## src/hw/rtl/first_fit_gap_allocator_core_defines.svh

```systemverilog
// Assertion helpers shared by the allocator RTL.
`ifndef FIRST_FIT_GAP_ALLOCATOR_CORE_DEFINES_SVH
`define FIRST_FIT_GAP_ALLOCATOR_CORE_DEFINES_SVH

// Same-cycle implication.
`define FFGA_ASSERT_IMP(label, clk, rst_n, ante, cons) \
    label: assert property (@(posedge clk) disable iff (!rst_n) (ante) |-> (cons)) \
        else $error("allocator assertion failed");

// Next-cycle implication.
`define FFGA_ASSERT_NXT(label, clk, rst_n, ante, cons) \
    label: assert property (@(posedge clk) disable iff (!rst_n) (ante) |=> (cons)) \
        else $error("allocator assertion failed");

`endif

```

## src/hw/rtl/ffga_ram.sv

```systemverilog
module ffga_ram #(
    parameter int DEPTH = 64,
    parameter int WIDTH = 57
) (
    input  logic                     i_clk,
    input  logic                     i_we,
    input  logic [$clog2(DEPTH)-1:0] i_waddr,
    input  logic [WIDTH-1:0]         i_wdata,
    input  logic [$clog2(DEPTH)-1:0] i_raddr,
    output logic [WIDTH-1:0]         o_rdata
);

    logic [WIDTH-1:0] r_mem [DEPTH];
    logic [WIDTH-1:0] r_rdata;

    always_ff @(posedge i_clk) begin
        if (i_we) begin
            r_mem[i_waddr] <= i_wdata;
        end
        r_rdata <= r_mem[i_raddr];
    end

    assign o_rdata = r_rdata;

endmodule

```

## config.mk

```make
export PLATFORM = sky130hd
export DESIGN_NAME = ffga_ram
export DESIGN_NICKNAME = d
export VERILOG_FILES = /design/src/hw/rtl/first_fit_gap_allocator_core_defines.svh /design/src/hw/rtl/ffga_ram.sv
export SDC_FILE = /design/constraint.sdc
export NUM_CORES = 2
export LEC_CHECK = 0
export BUFFER_PORTS_ARGS = -buffer_cell sky130_fd_sc_hd__buf_4
export CORE_MARGIN = 5
export CORE_UTILIZATION = 55
export DETAILED_ROUTE_END_ITERATION = 8
export GPL_ROUTABILITY_DRIVEN = 1
export GPL_TIMING_DRIVEN = 0
export PLACE_DENSITY_LB_ADDON = 0.12
export SLEW_MARGIN = 20
export SYNTH_ARGS = -nofsm -noshare
export SYNTH_HDL_FRONTEND = slang
export SYNTH_SLANG_ARGS = --single-unit
```

## constraint.sdc

```tcl
create_clock -name i_clk -period 6 [get_ports i_clk]
set_input_delay 0.6 -clock i_clk [delete_from_list [all_inputs] [get_ports i_clk]]
set_output_delay 0.6 -clock i_clk [all_outputs]
set_load 0.01 [all_outputs]
```

==> results.md <==
- Outcome: completed
- Cell taking the most area after synthesis: edfxtp_1
- Hold Buf Count CTS: 0
- # resized after CTS: 0
- Worst hold path class: input pin to flip-flop
- Hold path depth: 1
- Nature of the critical path endpoint: flip-flop
- Layout Nets: 6601
- Area after DPL: 0.151 mm^2
- Startpoint types: input pin
- VDD IR max: 290 uV
- Count of filler cells inserted in the layout: 16462
- TritonRoute pass-1 iters: 6
- Core Box Area: 0.253 mm^2
- Clock transition at the registers of the reported paths: 60 ps
- WL final: 407000 um
- # setup viols final: 0
- Root Buffer: clkbuf_16
- First-pass GRT wire length: 558000 um
- Tot Pwr: 54.6 mW
- CTS tree: done
- Inserted Clock Buffers: 382
- Port-buffer cells: 121
- Share of cells above drive strength 1: 0.325
- DR WL/cell: 39.9 um
- Most common cell in the netlist: edfxtp_1
- Leakage power: 51.2 nW
- Width of the chip: 514 um
- TNS Setup: 0 ps
- Final RePlAce weighted congestion: 0.823
- DP Worst Slack: 1470 ps
- Max Fanout on Critical Path: 10
- Die area: 0.264 mm^2
- CP Data Required Time: 6740 ps
- Clk sinks: 3705
- Max Cap Violations: 0
- Final Worst Setup Slack: 2270 ps
- Longest Clk Path Bufs: 4
- Setup bufs post-CTS: 0
- Worst R2R Path Depth: 4
- Synth cell types: 37
- Ys flop type: edfxtp_1
- DR iter-0 viols: 11493
- Vias: 69702
- Warnings from Yosys: 0
- Design Area, Final: 0.163 mm^2
- Cell Pwr Density: 335 mW/mm^2
- Crit path cell chain: buf_4, buf_2, buf_4, clkbuf_1, clkbuf_1, nand2_1, a31oi_1, a21oi_1, nor2_1
- Worst min-delay path startpoint: i_wdata[42]
- Residual DRC count: 0
- Yosys reg bits: 3705
- Die height: 514 um
- Max transition margin: 0.155
- Final period util: 0.622
- Worst-Skew Late Latency: 970 ps
- Vias in the first global route: 68293
- Area fraction of the dominant cell type after synthesis: 0.785
- Cell count after synthesis: 5760
- Flop-to-flop setup slack: 3390 ps
- Mapped cell area: 0.140 mm^2
- H-Tree Level Count: 5
- Fin crit period: 3730 ps
- Largest net degree at the start of global routing: 65
- CP max stage delay: 820 ps
- Final hold violation count: 0
- Synth top area cells: edfxtp_1, mux4_2, dfxtp_1
- Setup CP Type: input pin to flip-flop
- Seq/Total Area, Yosys: 0.793
- Total gr overflow: 0
- Post-synth EDFFs: 3648
- Commonest cells in the netlist: edfxtp_1, mux4_2, o22ai_1
- Initial antenna violation count: 31
- Num ports: 128
- Synthesized net count: 5831
- Least-Margin Pin Slew: 1270 ps
- Initial Utilization: 0.551
- Vias/cell: 6.83
- Layout area overhead: 16.8%
- Dpl hpwl: 271000 um
- Unrepaired setup endpoints after global routing: false
- CP max stage cell: clkbuf_1
- Total GRT Usage: 0.309
- Max Clk Rate: 268 MHz
- Rows: 185
- CP top delay family: buffers and inverters
- Worst path buffer plus inverter count: 5
- Final ANT Viol Nets: 0
- Avg Inst Size Synth: 24.2 um^2
- Hold Crit Endpoint: r_mem[2][42]$_DFFE_PP_
- FF-to-FF Start: r_mem[31][27]$_DFFE_PP_
- Layout Skew: 42.8 ps
- Crit path DAT: 4470 ps
- Max Transition Viols Final: 0
- Critical R2R Capture: o_rdata[27]$_DFF_P_
- Fraction of registers with async set/reset: 0
- Final hold slack: 147 ps
worst max path at each step:
stage / from / to / slack, ps / cells after the start
after floorplan: i_waddr[3] / r_mem[48][0]$_DFFE_PP_ / 460 / 4
after detailed placement: i_raddr[1] / o_rdata[7]$_DFF_P_ / 1470 / 9
after global placement: i_waddr[3] / r_mem[48][12]$_DFFE_PP_ / -6610 / 4
final: i_raddr[1] / o_rdata[7]$_DFF_P_ / 2270 / 9
after CTS: i_raddr[1] / o_rdata[7]$_DFF_P_ / 2470 / 9
after global routing: i_raddr[1] / o_rdata[7]$_DFF_P_ / 2330 / 9
report_power, final:
part	internal, mW	switching, mW	leakage, nW
registers	28.7	0.0571	33.3
logic	1.05	1.87	12.0
clock network	13.3	9.72	5.87
total	43.0	11.6	51.2
cell type report:
class | instances | area (um^2) | area share
diodes | 13 | 32.5 | 0.000200
clock inverters | 199 | 1690 | 0.0104
plain buffers | 315 | 1710 | 0.0105
repair buffers | 386 | 6600 | 0.0405
inverters | 1 | 3.75 | 0.0000230
flip-flops and latches | 3705 | 111000 | 0.679
multi-input cells | 1739 | 27700 | 0.170
well taps | 3366 | 4210 | 0.0259
clock buffers | 478 | 10300 | 0.0634
kinds of logic after synthesis:
logic type,synth area share
AO/OA/AOI/OAI,0.0155
buffers and inverters,0.0119
flip-flops,0.793
multiplexers,0.171
AND/OR/NAND/NOR,0.00858
sequential cells by signal (all words and copies together), names as in the netlist:
signal and flops:
r_mem 3648, o_rdata 57
cells in the final DEF, fill, tap and decap left out, types with 12 or more instances in the layout:
master      netlist  routed
mux2_2           42      42
clkbuf_8          0      19
a21oi_1          38      38
clkbuf_2          0      30
buf_1            34      24
buf_12            0     152
clkbuf_1        135     174
edfxtp_1       3648    3648
diode_2           0      13
bufinv_16         0      27
mux2i_1          87      87
dfxtp_1          57      57
clkinvlp_4        0      15
o21ai_0          28      28
nand2_1          76      76
clkbuf_16         0     392
buf_4            55     197
o22a_1           19      19
a211o_1          12      12
nor2_1          141      79
o22ai_1         171     171
buf_2            65      73
buf_16            0      89
o221ai_1         25      25
mux4_2          998     998
clkinv_1          0      81
clkinv_2          0      60
nand3_1          20      20
buf_6            25      27
a31oi_1          28      28
nor2_4            0      62
layer usage:
metal / global-route usage / up-vias / wire length, um / share of wire
li1: - / 26510 / - / -
met1: 0.453 / 37526 / 156000 / 0.38
met2: 0.460 / 4809 / 186000 / 0.46
met3: 0.0693 / 845 / 45900 / 0.11
met4: 0.126 / 12 / 19200 / 0.047
met5: 0 / - / 80 / 0.00020
stage by stage:
stage / utilization / cells
2_1_floorplan: - / 5760
3_3_place_gp: 0.571 / 9247
3_5_place_dp: 0.596 / 9512
4_1_cts: 0.643 / 10189
5_1_grt: 0.643 / 10196
6_report: 0.643 / 10202
worst reg2reg max path, delay by kind of cell (launching register included):
family,cells,cell delay (ps)
simple gates,1,380
mux,2,1060
compound gates,1,600
flops,1,380
No activity file was read; power rests on OpenSTA's default activity.
